File: src/hw/rtl/sld_pkg.sv
// Package for the string list deframer: field widths, result kinds,
// error causes, ASCII codes and parameter defaults.
// No dependencies.
`default_nettype none

package sld_pkg;

    localparam int BYTE_W  = 8;
    localparam int IDX_W   = 6;
    localparam int KIND_W  = 2;
    localparam int CAUSE_W = 2;

    localparam int MAX_STRINGS_DEF = 32;
    localparam int LEN_BITS_DEF    = 16;

    localparam logic [KIND_W-1:0] KIND_PAYLOAD = 2'd0;
    localparam logic [KIND_W-1:0] KIND_EMPTY   = 2'd1;
    localparam logic [KIND_W-1:0] KIND_NONE    = 2'd2;
    localparam logic [KIND_W-1:0] KIND_ERROR   = 2'd3;

    localparam logic [CAUSE_W-1:0] CAUSE_NONE  = 2'd0;
    localparam logic [CAUSE_W-1:0] CAUSE_DIGIT = 2'd1;
    localparam logic [CAUSE_W-1:0] CAUSE_BOUND = 2'd2;

    localparam logic [BYTE_W-1:0] SEPARATOR  = 8'h2C;
    localparam logic [BYTE_W-1:0] ASCII_ZERO = 8'h30;
    localparam logic [BYTE_W-1:0] ASCII_NINE = 8'h39;

endpackage

`default_nettype wire

File: src/hw/rtl/sld_ifs.sv
// Channel interfaces of the string list deframer: encoded input words and
// tagged result words, each with valid/ready handshake.
// Depends on sld_pkg.
`default_nettype none

interface sld_in_if;
    logic                        valid;
    logic                        ready;
    logic [sld_pkg::BYTE_W-1:0]  in_byte;
    logic                        frame_start;

    modport source (output valid, output in_byte, output frame_start, input ready);
    modport sink   (input valid, input in_byte, input frame_start, output ready);
endinterface

interface sld_out_if;
    logic                         valid;
    logic                         ready;
    logic [sld_pkg::BYTE_W-1:0]   out_byte;
    logic [sld_pkg::IDX_W-1:0]    string_index;
    logic [sld_pkg::KIND_W-1:0]   kind;
    logic                         string_end;
    logic                         frame_end;
    logic [sld_pkg::CAUSE_W-1:0]  error_cause;

    modport source (output valid, output out_byte, output string_index, output kind,
                    output string_end, output frame_end, output error_cause,
                    input ready);
    modport sink   (input valid, input out_byte, input string_index, input kind,
                    input string_end, input frame_end, input error_cause,
                    output ready);
endinterface

`default_nettype wire

File: src/hw/rtl/sld_ram.sv
// Generic single-port-write, single-port-read RAM with registered read data.
// No dependencies.
`default_nettype none

module sld_ram #(
    parameter int WIDTH = 16,
    parameter int DEPTH = 32,
    localparam int AW   = (DEPTH > 1) ? $clog2(DEPTH) : 1
) (
    input  wire logic             clk,
    input  wire logic             wr_en,
    input  wire logic [AW-1:0]    wr_addr,
    input  wire logic [WIDTH-1:0] wr_data,
    input  wire logic             rd_en,
    input  wire logic [AW-1:0]    rd_addr,
    output logic      [WIDTH-1:0] rd_data
);

    logic [WIDTH-1:0] mem [DEPTH];

    always_ff @(posedge clk)
    begin
        if (wr_en)
        begin
            mem[wr_addr] <= wr_data;
        end
        if (rd_en)
        begin
            rd_data <= mem[rd_addr];
        end
    end

endmodule

`default_nettype wire

File: src/hw/rtl/string_list_deframer.sv
// Deframer for length-prefixed string lists; one byte word in, tagged words out.
// A byte's own result is in the output register in the cycle after the byte is
// taken; each empty-string marker follows a length RAM read and check, waiting
// while the output is held. Throughput: one byte per cycle in a string while the
// output is free; at each string boundary the next length is read in ST_RD/ST_CHK.
// Reset clears the parser and output valid; the length RAM is not cleared.
`default_nettype none

module string_list_deframer #(
    parameter int MAX_STRINGS = sld_pkg::MAX_STRINGS_DEF,
    parameter int LEN_BITS    = sld_pkg::LEN_BITS_DEF
) (
    input  wire logic   clk,
    input  wire logic   rst_n,
    sld_in_if.sink      frame,
    sld_out_if.source   result
);

    localparam int AW    = (MAX_STRINGS > 1) ? $clog2(MAX_STRINGS) : 1;
    localparam int IW    = sld_pkg::IDX_W;
    localparam int PW    = LEN_BITS + 4;
    localparam logic [LEN_BITS-1:0] LEN_MAX   = {LEN_BITS{1'b1}};
    localparam logic [LEN_BITS-1:0] COUNT_MAX = LEN_BITS'(MAX_STRINGS);

    typedef enum logic [1:0] {ST_IN, ST_RD, ST_CHK} state_t;
    typedef enum logic [1:0] {PH_IDLE, PH_COUNT, PH_LENGTHS, PH_PAYLOAD} phase_t;

    state_t                         state_reg, state_next;
    phase_t                         phase_reg, phase_next;
    logic [IW-1:0]                  total_reg, total_next;
    logic [IW-1:0]                  cur_reg, cur_next;
    logic [LEN_BITS-1:0]            acc_reg, acc_next;
    logic                           seen_reg, seen_next;
    logic                           ovf_reg, ovf_next;
    logic [LEN_BITS-1:0]            left_reg, left_next;

    logic                           ovalid_reg, ovalid_next;
    logic [sld_pkg::BYTE_W-1:0]     obyte_reg, obyte_next;
    logic [IW-1:0]                  oidx_reg, oidx_next;
    logic [sld_pkg::KIND_W-1:0]     okind_reg, okind_next;
    logic                           osend_reg, osend_next;
    logic                           ofend_reg, ofend_next;
    logic [sld_pkg::CAUSE_W-1:0]    ocause_reg, ocause_next;

    logic                           ram_we;
    logic                           ram_re;
    logic [LEN_BITS-1:0]            ram_rdata;

    logic                           out_free;
    logic                           accept;

    assign out_free    = !ovalid_reg || result.ready;
    assign frame.ready = (state_reg == ST_IN) && out_free;
    assign accept      = frame.valid && frame.ready;

    sld_ram #(
        .WIDTH (LEN_BITS),
        .DEPTH (MAX_STRINGS)
    ) u_len_ram (
        .clk     (clk),
        .wr_en   (ram_we),
        .wr_addr (cur_reg[AW-1:0]),
        .wr_data (acc_reg),
        .rd_en   (ram_re),
        .rd_addr (cur_reg[AW-1:0]),
        .rd_data (ram_rdata)
    );

    always_comb
    begin
        phase_t          ph_v;
        logic [IW-1:0]   total_v;
        logic [IW-1:0]   cur_v;
        logic            seen_v;
        logic            ovf_v;
        logic [LEN_BITS-1:0] acc_v;
        logic            last_v;
        logic            last_chk_v;
        logic            se_v;
        logic [PW-1:0]   prod_v;
        logic            fail_v;
        logic [sld_pkg::CAUSE_W-1:0] cause_v;

        state_next  = state_reg;
        phase_next  = phase_reg;
        total_next  = total_reg;
        cur_next    = cur_reg;
        acc_next    = acc_reg;
        seen_next   = seen_reg;
        ovf_next    = ovf_reg;
        left_next   = left_reg;
        ovalid_next = ovalid_reg && !result.ready;
        obyte_next  = obyte_reg;
        oidx_next   = oidx_reg;
        okind_next  = okind_reg;
        osend_next  = osend_reg;
        ofend_next  = ofend_reg;
        ocause_next = ocause_reg;
        ram_we      = 1'b0;
        ram_re      = 1'b0;

        // A frame start restarts the parse and the byte is parsed as the start of the count.
        ph_v    = frame.frame_start ? PH_COUNT : phase_reg;
        total_v = frame.frame_start ? '0 : total_reg;
        cur_v   = frame.frame_start ? '0 : cur_reg;
        acc_v   = frame.frame_start ? '0 : acc_reg;
        seen_v  = frame.frame_start ? 1'b0 : seen_reg;
        ovf_v   = frame.frame_start ? 1'b0 : ovf_reg;
        last_v  = ({1'b0, cur_v} + (IW+1)'(1)) >= {1'b0, total_v};
        // The length lookup never takes a word, so it only looks at the registers.
        last_chk_v = ({1'b0, cur_reg} + (IW+1)'(1)) >= {1'b0, total_reg};
        se_v    = (left_reg == LEN_BITS'(1));
        prod_v  = (PW'(acc_v) << 3) + (PW'(acc_v) << 1) + PW'(frame.in_byte[3:0]);
        fail_v  = 1'b0;
        cause_v = sld_pkg::CAUSE_NONE;

        unique case (state_reg)
            ST_IN:
            begin
                if (accept)
                begin
                    phase_next = ph_v;
                    total_next = total_v;
                    cur_next   = cur_v;
                    acc_next   = acc_v;
                    seen_next  = seen_v;
                    ovf_next   = ovf_v;
                    if (frame.frame_start)
                    begin
                        left_next = '0;
                    end

                    if (ph_v == PH_PAYLOAD)
                    begin
                        left_next   = left_reg - LEN_BITS'(1);
                        ovalid_next = 1'b1;
                        obyte_next  = frame.in_byte;
                        oidx_next   = cur_v;
                        okind_next  = sld_pkg::KIND_PAYLOAD;
                        osend_next  = se_v;
                        ofend_next  = se_v && last_v;
                        ocause_next = sld_pkg::CAUSE_NONE;
                        if (se_v)
                        begin
                            cur_next = cur_v + IW'(1);
                            if (last_v)
                            begin
                                phase_next = PH_IDLE;
                            end
                            else
                            begin
                                state_next = ST_RD;
                            end
                        end
                    end
                    else if (ph_v != PH_IDLE)
                    begin
                        if (frame.in_byte >= sld_pkg::ASCII_ZERO &&
                            frame.in_byte <= sld_pkg::ASCII_NINE)
                        begin
                            seen_next = 1'b1;
                            if (prod_v > PW'(LEN_MAX))
                            begin
                                acc_next = LEN_MAX;
                                ovf_next = 1'b1;
                            end
                            else
                            begin
                                acc_next = prod_v[LEN_BITS-1:0];
                            end
                        end
                        else if (frame.in_byte != sld_pkg::SEPARATOR || !seen_v)
                        begin
                            fail_v  = 1'b1;
                            cause_v = sld_pkg::CAUSE_DIGIT;
                        end
                        else if (ovf_v)
                        begin
                            fail_v  = 1'b1;
                            cause_v = sld_pkg::CAUSE_BOUND;
                        end
                        else if (ph_v == PH_COUNT)
                        begin
                            if (acc_v > COUNT_MAX)
                            begin
                                fail_v  = 1'b1;
                                cause_v = sld_pkg::CAUSE_BOUND;
                            end
                            else
                            begin
                                total_next = acc_v[IW-1:0];
                                acc_next   = '0;
                                seen_next  = 1'b0;
                                ovf_next   = 1'b0;
                                cur_next   = '0;
                                if (acc_v == '0)
                                begin
                                    ovalid_next = 1'b1;
                                    obyte_next  = '0;
                                    oidx_next   = '0;
                                    okind_next  = sld_pkg::KIND_NONE;
                                    osend_next  = 1'b0;
                                    ofend_next  = 1'b1;
                                    ocause_next = sld_pkg::CAUSE_NONE;
                                    phase_next  = PH_IDLE;
                                end
                                else
                                begin
                                    phase_next = PH_LENGTHS;
                                end
                            end
                        end
                        else
                        begin
                            // Length list: store this length, then move on.
                            ram_we    = 1'b1;
                            acc_next  = '0;
                            seen_next = 1'b0;
                            ovf_next  = 1'b0;
                            if (last_v)
                            begin
                                phase_next = PH_PAYLOAD;
                                cur_next   = '0;
                                state_next = ST_RD;
                            end
                            else
                            begin
                                cur_next = cur_v + IW'(1);
                            end
                        end

                        if (fail_v)
                        begin
                            ovalid_next = 1'b1;
                            obyte_next  = '0;
                            oidx_next   = cur_v;
                            okind_next  = sld_pkg::KIND_ERROR;
                            osend_next  = 1'b0;
                            ofend_next  = 1'b1;
                            ocause_next = cause_v;
                            phase_next  = PH_IDLE;
                        end
                    end
                end
            end

            ST_RD:
            begin
                ram_re     = 1'b1;
                state_next = ST_CHK;
            end

            ST_CHK:
            begin
                if (ram_rdata != '0)
                begin
                    left_next  = ram_rdata;
                    state_next = ST_IN;
                end
                else if (out_free)
                begin
                    // Zero-length string: emit its marker and look at the next one.
                    ovalid_next = 1'b1;
                    obyte_next  = '0;
                    oidx_next   = cur_reg;
                    okind_next  = sld_pkg::KIND_EMPTY;
                    osend_next  = 1'b1;
                    ofend_next  = last_chk_v;
                    ocause_next = sld_pkg::CAUSE_NONE;
                    cur_next    = cur_reg + IW'(1);
                    if (last_chk_v)
                    begin
                        phase_next = PH_IDLE;
                        state_next = ST_IN;
                    end
                    else
                    begin
                        state_next = ST_RD;
                    end
                end
            end

            default:
            begin
                state_next = ST_IN;
            end
        endcase
    end

    always_ff @(posedge clk or negedge rst_n)
    begin
        if (!rst_n)
        begin
            state_reg  <= ST_IN;
            phase_reg  <= PH_IDLE;
            total_reg  <= '0;
            cur_reg    <= '0;
            acc_reg    <= '0;
            seen_reg   <= 1'b0;
            ovf_reg    <= 1'b0;
            left_reg   <= '0;
            ovalid_reg <= 1'b0;
        end
        else
        begin
            state_reg  <= state_next;
            phase_reg  <= phase_next;
            total_reg  <= total_next;
            cur_reg    <= cur_next;
            acc_reg    <= acc_next;
            seen_reg   <= seen_next;
            ovf_reg    <= ovf_next;
            left_reg   <= left_next;
            ovalid_reg <= ovalid_next;
        end
    end

    always_ff @(posedge clk)
    begin
        obyte_reg  <= obyte_next;
        oidx_reg   <= oidx_next;
        okind_reg  <= okind_next;
        osend_reg  <= osend_next;
        ofend_reg  <= ofend_next;
        ocause_reg <= ocause_next;
    end

    assign result.valid        = ovalid_reg;
    assign result.out_byte     = obyte_reg;
    assign result.string_index = oidx_reg;
    assign result.kind         = okind_reg;
    assign result.string_end   = osend_reg;
    assign result.frame_end    = ofend_reg;
    assign result.error_cause  = ocause_reg;

endmodule

`default_nettype wire
File: src/flat_wrapper.sv
// flat-port wrapper written by rule: the top's interface ports become plain ports
module string_list_deframer_flat 
#(
    parameter int MAX_STRINGS = sld_pkg::MAX_STRINGS_DEF,
    parameter int LEN_BITS    = sld_pkg::LEN_BITS_DEF
)
  (clk, rst_n, frame_valid, frame_in_byte, frame_frame_start, frame_ready, result_valid, result_out_byte, result_string_index, result_kind, result_string_end, result_frame_end, result_error_cause, result_ready);
  sld_in_if frame_i ();
  sld_out_if result_i ();
  input  wire logic clk;
  input  wire logic rst_n;
  input wire logic [$bits(frame_i.valid)-1:0] frame_valid;
  input wire logic [$bits(frame_i.in_byte)-1:0] frame_in_byte;
  input wire logic [$bits(frame_i.frame_start)-1:0] frame_frame_start;
  output wire logic [$bits(frame_i.ready)-1:0] frame_ready;
  output wire logic [$bits(result_i.valid)-1:0] result_valid;
  output wire logic [$bits(result_i.out_byte)-1:0] result_out_byte;
  output wire logic [$bits(result_i.string_index)-1:0] result_string_index;
  output wire logic [$bits(result_i.kind)-1:0] result_kind;
  output wire logic [$bits(result_i.string_end)-1:0] result_string_end;
  output wire logic [$bits(result_i.frame_end)-1:0] result_frame_end;
  output wire logic [$bits(result_i.error_cause)-1:0] result_error_cause;
  input wire logic [$bits(result_i.ready)-1:0] result_ready;
  assign frame_i.valid = frame_valid;
  assign frame_i.in_byte = frame_in_byte;
  assign frame_i.frame_start = frame_frame_start;
  assign frame_ready = frame_i.ready;
  assign result_valid = result_i.valid;
  assign result_out_byte = result_i.out_byte;
  assign result_string_index = result_i.string_index;
  assign result_kind = result_i.kind;
  assign result_string_end = result_i.string_end;
  assign result_frame_end = result_i.frame_end;
  assign result_error_cause = result_i.error_cause;
  assign result_i.ready = result_ready;
  string_list_deframer #(.MAX_STRINGS(MAX_STRINGS), .LEN_BITS(LEN_BITS)) u_core (.clk(clk), .rst_n(rst_n), .frame(frame_i), .result(result_i));
endmodule
File: config.mk
export PLATFORM = sky130hd
export DESIGN_NAME = string_list_deframer_flat
export DESIGN_NICKNAME = d
export VERILOG_FILES = /design/src/hw/rtl/sld_pkg.sv /design/src/hw/rtl/sld_ifs.sv /design/src/hw/rtl/sld_ram.sv /design/src/hw/rtl/string_list_deframer.sv /design/src/flat_wrapper.sv
export SDC_FILE = /design/constraint.sdc
export NUM_CORES = 1
export LEC_CHECK = 0
export BUFFER_PORTS_ARGS = -buffer_cell sky130_fd_sc_hd__buf_2
export CORE_ASPECT_RATIO = 0.7
export CORE_MARGIN = 4
export CORE_UTILIZATION = 45
export CTS_CLUSTER_SIZE = 28
export DETAILED_ROUTE_END_ITERATION = 10
export GPL_TIMING_DRIVEN = 0
export PLACE_DENSITY = 0.65
export SLEW_MARGIN = 25
export SYNTH_ARGS = -nofsm -noshare
export SYNTH_HDL_FRONTEND = slang
export SYNTH_SLANG_ARGS = --single-unit
File: constraint.sdc
create_clock -name clk -period 11.8 [get_ports clk]
set_input_delay 0.59 -clock clk [delete_from_list [all_inputs] [get_ports clk]]
set_output_delay 0.59 -clock clk [all_outputs]
set_load 0.03 [all_outputs]
* Word-level counts from Yosys, hierarchy flattened
Memory sizes are Yosys's and may differ from the RTL's. A register that Yosys moved wholly into a read port is not among the register bits.
Cells that the tools add are included.
** Word-level totals
- Memories :: 1
- Bits in registers :: 71
- Output and inout bits :: 22
- Memory bits (writable) :: 512
** Operators by class
- Reduce and logical (&&, ||, !) cells :: 21
- Multiplexer cells :: 199
- Equal/unequal tests :: 27
- Add/sub/neg operators :: 7
- Magnitude comparators :: 6
** Memory list
- u_core.u_len_ram.mem :: depth 32, width 16, rd ports 1, clocked after memory_dff 1, write ports 1, RTL line sld_ram.sv:19 : logic [WIDTH-1:0] mem [DEPTH];
** Operator list (count)
- $mux 16 :: 13
- $mux 6 :: 33
- $mux 2 :: 58
- $mux 8 :: 12
- $mux 1 :: 72
- $pmux 16 s2 :: 1
- $ne 3x3->1 const B :: 9
- $ne 4x4->1 const B :: 6
- $pmux 6 s2 :: 2
- $add 19x17->20 :: 1
- $add 20x4->20 :: 1
- $gt 20x16->1 const B :: 1
- $eq 16x1->1 const B :: 1
- $gt 16x6->1 const B :: 1
- $logic_not 16->1 :: 1
- $pmux 8 s2 :: 1
- $reduce_bool 16->1 :: 1
- $sub 16x1->16 const B :: 1
- $add 6x1->7 const B :: 2
- $ge 7x6->1 :: 2
- $add 6x1->6 const B :: 2
- $pmux 2 s2 :: 3
- $reduce_and 11->1 :: 1
- $reduce_and 10->1 :: 1
- other kinds (18) :: 34

* Depth between registers and ports, before layout
- Depth after elaboration :: 16
- Mapped depth :: 16
- Mapped depth without buffers :: 14

* Modules after synthesis
From an unflattened synthesis, not the netlist that was laid out.
** Second synthesis, totals
- Cell total of the unflattened synthesis :: 1766
- Area total of the unflattened synthesis :: 26078.8 um^2
** By module, submodules not included
- sld_ram :: sequential area each 15855.2 um^2, area each 20694.8 um^2, times used 1, cells each 1143
- string_list_deframer :: sequential area each 1876.8 um^2, area each 5383.9 um^2, times used 1, cells each 623

* Worst setup path after synthesis
Ideal clock, no wire load.
- Kind :: input-to-reg
- Start point :: input frame_in_byte[4]
- End point :: register u_core.ocause_reg (netlist bit u_core.result.error_cause[0]) (enable)
- Cell stages on the path :: 6
- Required time :: 11.370 ns
- Arrival :: 3.450 ns
- Setup slack :: 7.920 ns
- Setup time :: 0.430 ns
- Cell sequence :: and4b_2 > nand4b_4 > or4_4 > a21oi_2 > a221oi_2 > o32ai_1
** On the way
- Word-level cells in the longest chain between the ends :: 10
** RTL lines
- start: declaration :: RTL line flat_wrapper.sv:13 : input wire logic [$bits(frame_i.in_byte)-1:0] frame_in_byte;
- branches (longest 9 deep; another with $ge 8x6->1)
- $reduce_and 11->1 (no line) (*)
- end signal: assignment :: RTL line string_list_deframer.sv:325 : ocause_reg <= ocause_next;
- end: declaration :: RTL line string_list_deframer.sv:43 : logic [sld_pkg::CAUSE_W-1:0] ocause_reg, ocause_next;
Mark *: on every way between the ends. The select of a mux whose other input is x is not followed.
A chain may end at the register's enable or synchronous reset.

* Worst setup path after layout
- Start point :: input frame_frame_start
- End point :: register u_core.acc_reg[12]
** On the way
- Word-level cells in the longest chain between the ends :: 9
** RTL lines
- start: declaration :: RTL line flat_wrapper.sv:14 : input wire logic [$bits(frame_i.frame_start)-1:0] frame_frame_start;
- branches (longest 8 deep; another with $add 19x17->20)
- $mux 16 (*) :: RTL line string_list_deframer.sv:133 : if (ph_v == PH_PAYLOAD)
- end signal: assignment :: RTL line string_list_deframer.sv:310 : acc_reg <= acc_next;
- end: declaration :: RTL line string_list_deframer.sv:32 : logic [LEN_BITS-1:0] acc_reg, acc_next;
Mark *: on every way between the ends.

==> run_results.csv <==
group,metric,value,unit
outcome,outcome,"complete, no violations",
layout,largest_reg_flops,512,
sta,max_slew_margin,0.293,
placement,placed_area,26900,um2
yosys,dominantRegCellSynth,"edfxtp_1",
route,initialDrtViolationCount,1783,
critical_path,critPathLaunchType,"primary input",
pwr,p_int,3.63,mW
route,vias,14800,
global_route,antenna_found_initial,1,
worst_hold_path,min_path_type,"in -> async",
route,drt_wl_total,67800,um
critical_path,critPathArrivalTime,5190,ps
die,num_rows,72,
route,top_layer_used,"met5",
yosys,yosys_warnings,0,
global_route,grt_max_degree,52,
yosys,synth_seq_cells,599,
yosys,synth_largest_area_cell,"edfxtp_1",
critical_path,worst-path-buf-inv,4,
sta,hold_ws,51.7,ps
layout,finalInstanceArea,28700,um2
sta,post-route-period-util,0.401,
cts,cts-resized-gates,0,
global_route,grtUsageTotal,0.226,
yosys,syn_area,25200,um2
layout,nets,1651,
route,wl_met1,29400,um
route,drc,0,
sta,finClkSkew,20.0,ps
die,dieArea,60000,um2
cts,cts_hold_buf,0,
cts,numCtsBuffers,53,
sta,setup_tns,0,ps
pwr,power.leakage,9.62,nW
yosys,syn_nets,1532,
pwr,peakVddDrop,0.105,mV
layout,drive_gt1_frac,0.228,
pwr,pwr-share-seq,0.479,
critical_path,slowest_delay,550,ps
critical_path,rr_endpoint,"u_core.cur_reg[1]",
sta,finalCriticalPeriod,4740,ps
pwr,power_switching_share,0.262,
yosys,ys_top_cells_by_area,"edfxtp_1, mux4_2, dfrtp_1, ha_1, a22oi_1",
yosys,synthDominantCellAreaShare,0.652,
yosys,synth.most_common_cell,"edfxtp_1",
global_route,grt_pass1_vias,14200,
yosys,async_flop_share,0.0851,
cts,cts.sinks,599,
pwr,p_per_area,172,nW/um2
sta,final_hold_viol_count,0,
job,max-cap-violations,0,
cts,max-clock-path-buffers,3,
route,via_per_inst,6.23,
die,start_util,0.456,
layout,area_growth,13.5,%
route,wl_per_cell,28.6,um
critical_path,cp_top_family,"buffers and inverters",
layout,fin_util,0.517,
critical_path,rrSetupSlack,7300,ps
sta,worst_slew_pin_slew,1060,ps
cts,post-cts-setup-buffers,0,
yosys,netlist_instances,1467,
yosys,synthTopCellsByCount,"edfxtp_1, mux4_2, nor2_1",
critical_path,path_cells,"buf_2, buf_2, clkbuf_1, clkbuf_1, nor2b_1, ha_1, ha_1, fa_1, a21o_1, a31oi_1, o31ai_1, a41oi_1, mux2i_2, nor4_1, o21ai_0",
critical_path,critPathSlowestCell,"clkbuf_1",
cts,cts_tree,"done",
sta,finalSetupViolCount,0,
layout,largest_register,"u_core.u_len_ram.mem",
die,coreArea,55400,um2
die,ios,35,
yosys,synth_area_per_cell,17.2,um2
global_route,grt_pass1_wl,99000,um
sta,fmax,211,MHz
route,wl_met2,28200,um
route,firstDrtPassIters,6,
placement,gp_congestion,0.955,
cts,cts_max_level,2,
die,fp.dieH,206,um
yosys,synth_cell_types,77,
critical_path,worstPathRequired,12250,ps
route,wl_met3,8740,um
cts,clk_pin_slew,70,ps
pwr,pwr-share-clk,0.357,
pwr,power_switching,1.29,mW
critical_path,ff2ff_path_depth,16,
critical_path,crit_path_end_kind,"register",
placement,dp_hpwl,46500,um
critical_path,worstSetupPathType,"in -> reg",
yosys,synth_edf_count,548,
global_route,overflow,0,
pwr,p_comb_frac,0.164,
placement,io_buffer_count,34,
critical_path,path_max_fanout,10,
layout,n_antenna_cell,0,
yosys,seq_area_frac_synth,0.703,
critical_path,r2r-start,"u_core.cur_reg[0]",
cts,clock_latency,600,ps
die,die_w,291,um
sta,finalMaxSlewViolations,0,
cts,cts_root_buffer,"clkbuf_16",
route,ant_nets,0,
sta,rsz0062_at_grt,"no",
pwr,p_total,4.92,mW
through the flow:
| stage | std cells | setup slack (ps) |
|---|---|---|
| floorplan | 1467 | 7920 |
| global placement | 2241 | 6660 |
| detailed placement | 2270 | 6640 |
| CTS | 2368 | 7240 |
| global route | 2369 | 6800 |
| finish | 2369 | 7060 |
layout by cell type (no fill, tap or decap), types with 6 or more instances in the layout:
cell         n
edfxtp_1   548
mux4_2     128
a22oi_1     72
o21ai_0     63
nand2_1     58
clkbuf_16   53
buf_2       52
clkbuf_1    51
nor2_1      50
ha_1        50
a21oi_1     37
dfrtp_1     35
nor3_1      29
nor2_2      25
inv_1       22
nand3_1     20
buf_6       20
nor2b_1     19
nand4_1     18
clkinv_2    18
nor4_1      17
dfrtp_2     16
and3_1      15
and2_1      14
xnor2_1     12
buf_1       10
nand2b_1    10
xor2_1       8
nor2_4       8
a21o_1       8
clkinv_1     8
a31oi_1      7
o22ai_1      7
bufinv_16    7
buf_8        7
o31ai_1      6
how the worst max path moves through the flow:
stage,start,end,depth (start not counted)
after floorplan,frame_in_byte[4],u_core.result.error_cause[0],6
after global placement,frame_frame_start,u_core.acc_reg[11],16
after detailed placement,frame_frame_start,u_core.acc_reg[11],16
after CTS,frame_frame_start,u_core.acc_reg[11],16
after global routing,frame_frame_start,u_core.acc_reg[6],15
final,frame_frame_start,u_core.acc_reg[12],15
cell families (layout without fill, tap and decap cells):
family	count (synthesis)	after routing	synth area share
flip-flops	599	599	0.703
AND/OR/NAND/NOR	313	313	0.0648
AO/OA/AOI/OAI	252	252	0.0672
multiplexers	132	132	0.116
buffers and inverters	98	260	0.0157
adder cells (fa/ha/maj)	53	53	0.0268
XOR/XNOR	20	20	0.00694
layer usage:
layer	global-route usage	up-vias
met4	0.0468	4
met2	0.311	809
met1	0.344	7632
li1	-	6211
met3	0.0841	98
met5	0	-
cell type report:
| class | instances | area (um2) |
|---|---|---|
| clock inverters | 36 | 384 |
| flip-flops and latches | 599 | 17800 |
| repair buffers | 64 | 558 |
| inverters | 22 | 82.6 |
| multi-input cells | 770 | 7270 |
| plain buffers | 76 | 320 |
| clock buffers | 62 | 1360 |
| well taps | 740 | 926 |
| fillers | 4463 | 26700 |
power by group through the flow:
stage / registers [mW] / clock network (mW) / logic, mW
6_report: 2.36 / 1.76 / 0.804
5_1_grt: 2.36 / 1.88 / 0.861
4_1_cts: 2.36 / 1.78 / 0.799
3_5_place_dp: 2.40 / 0 / 0.797
3_3_place_gp: 2.40 / 0 / 0.781
2_1_floorplan: 2.40 / 0 / 0.522
(Power assumes the default switching activity.)
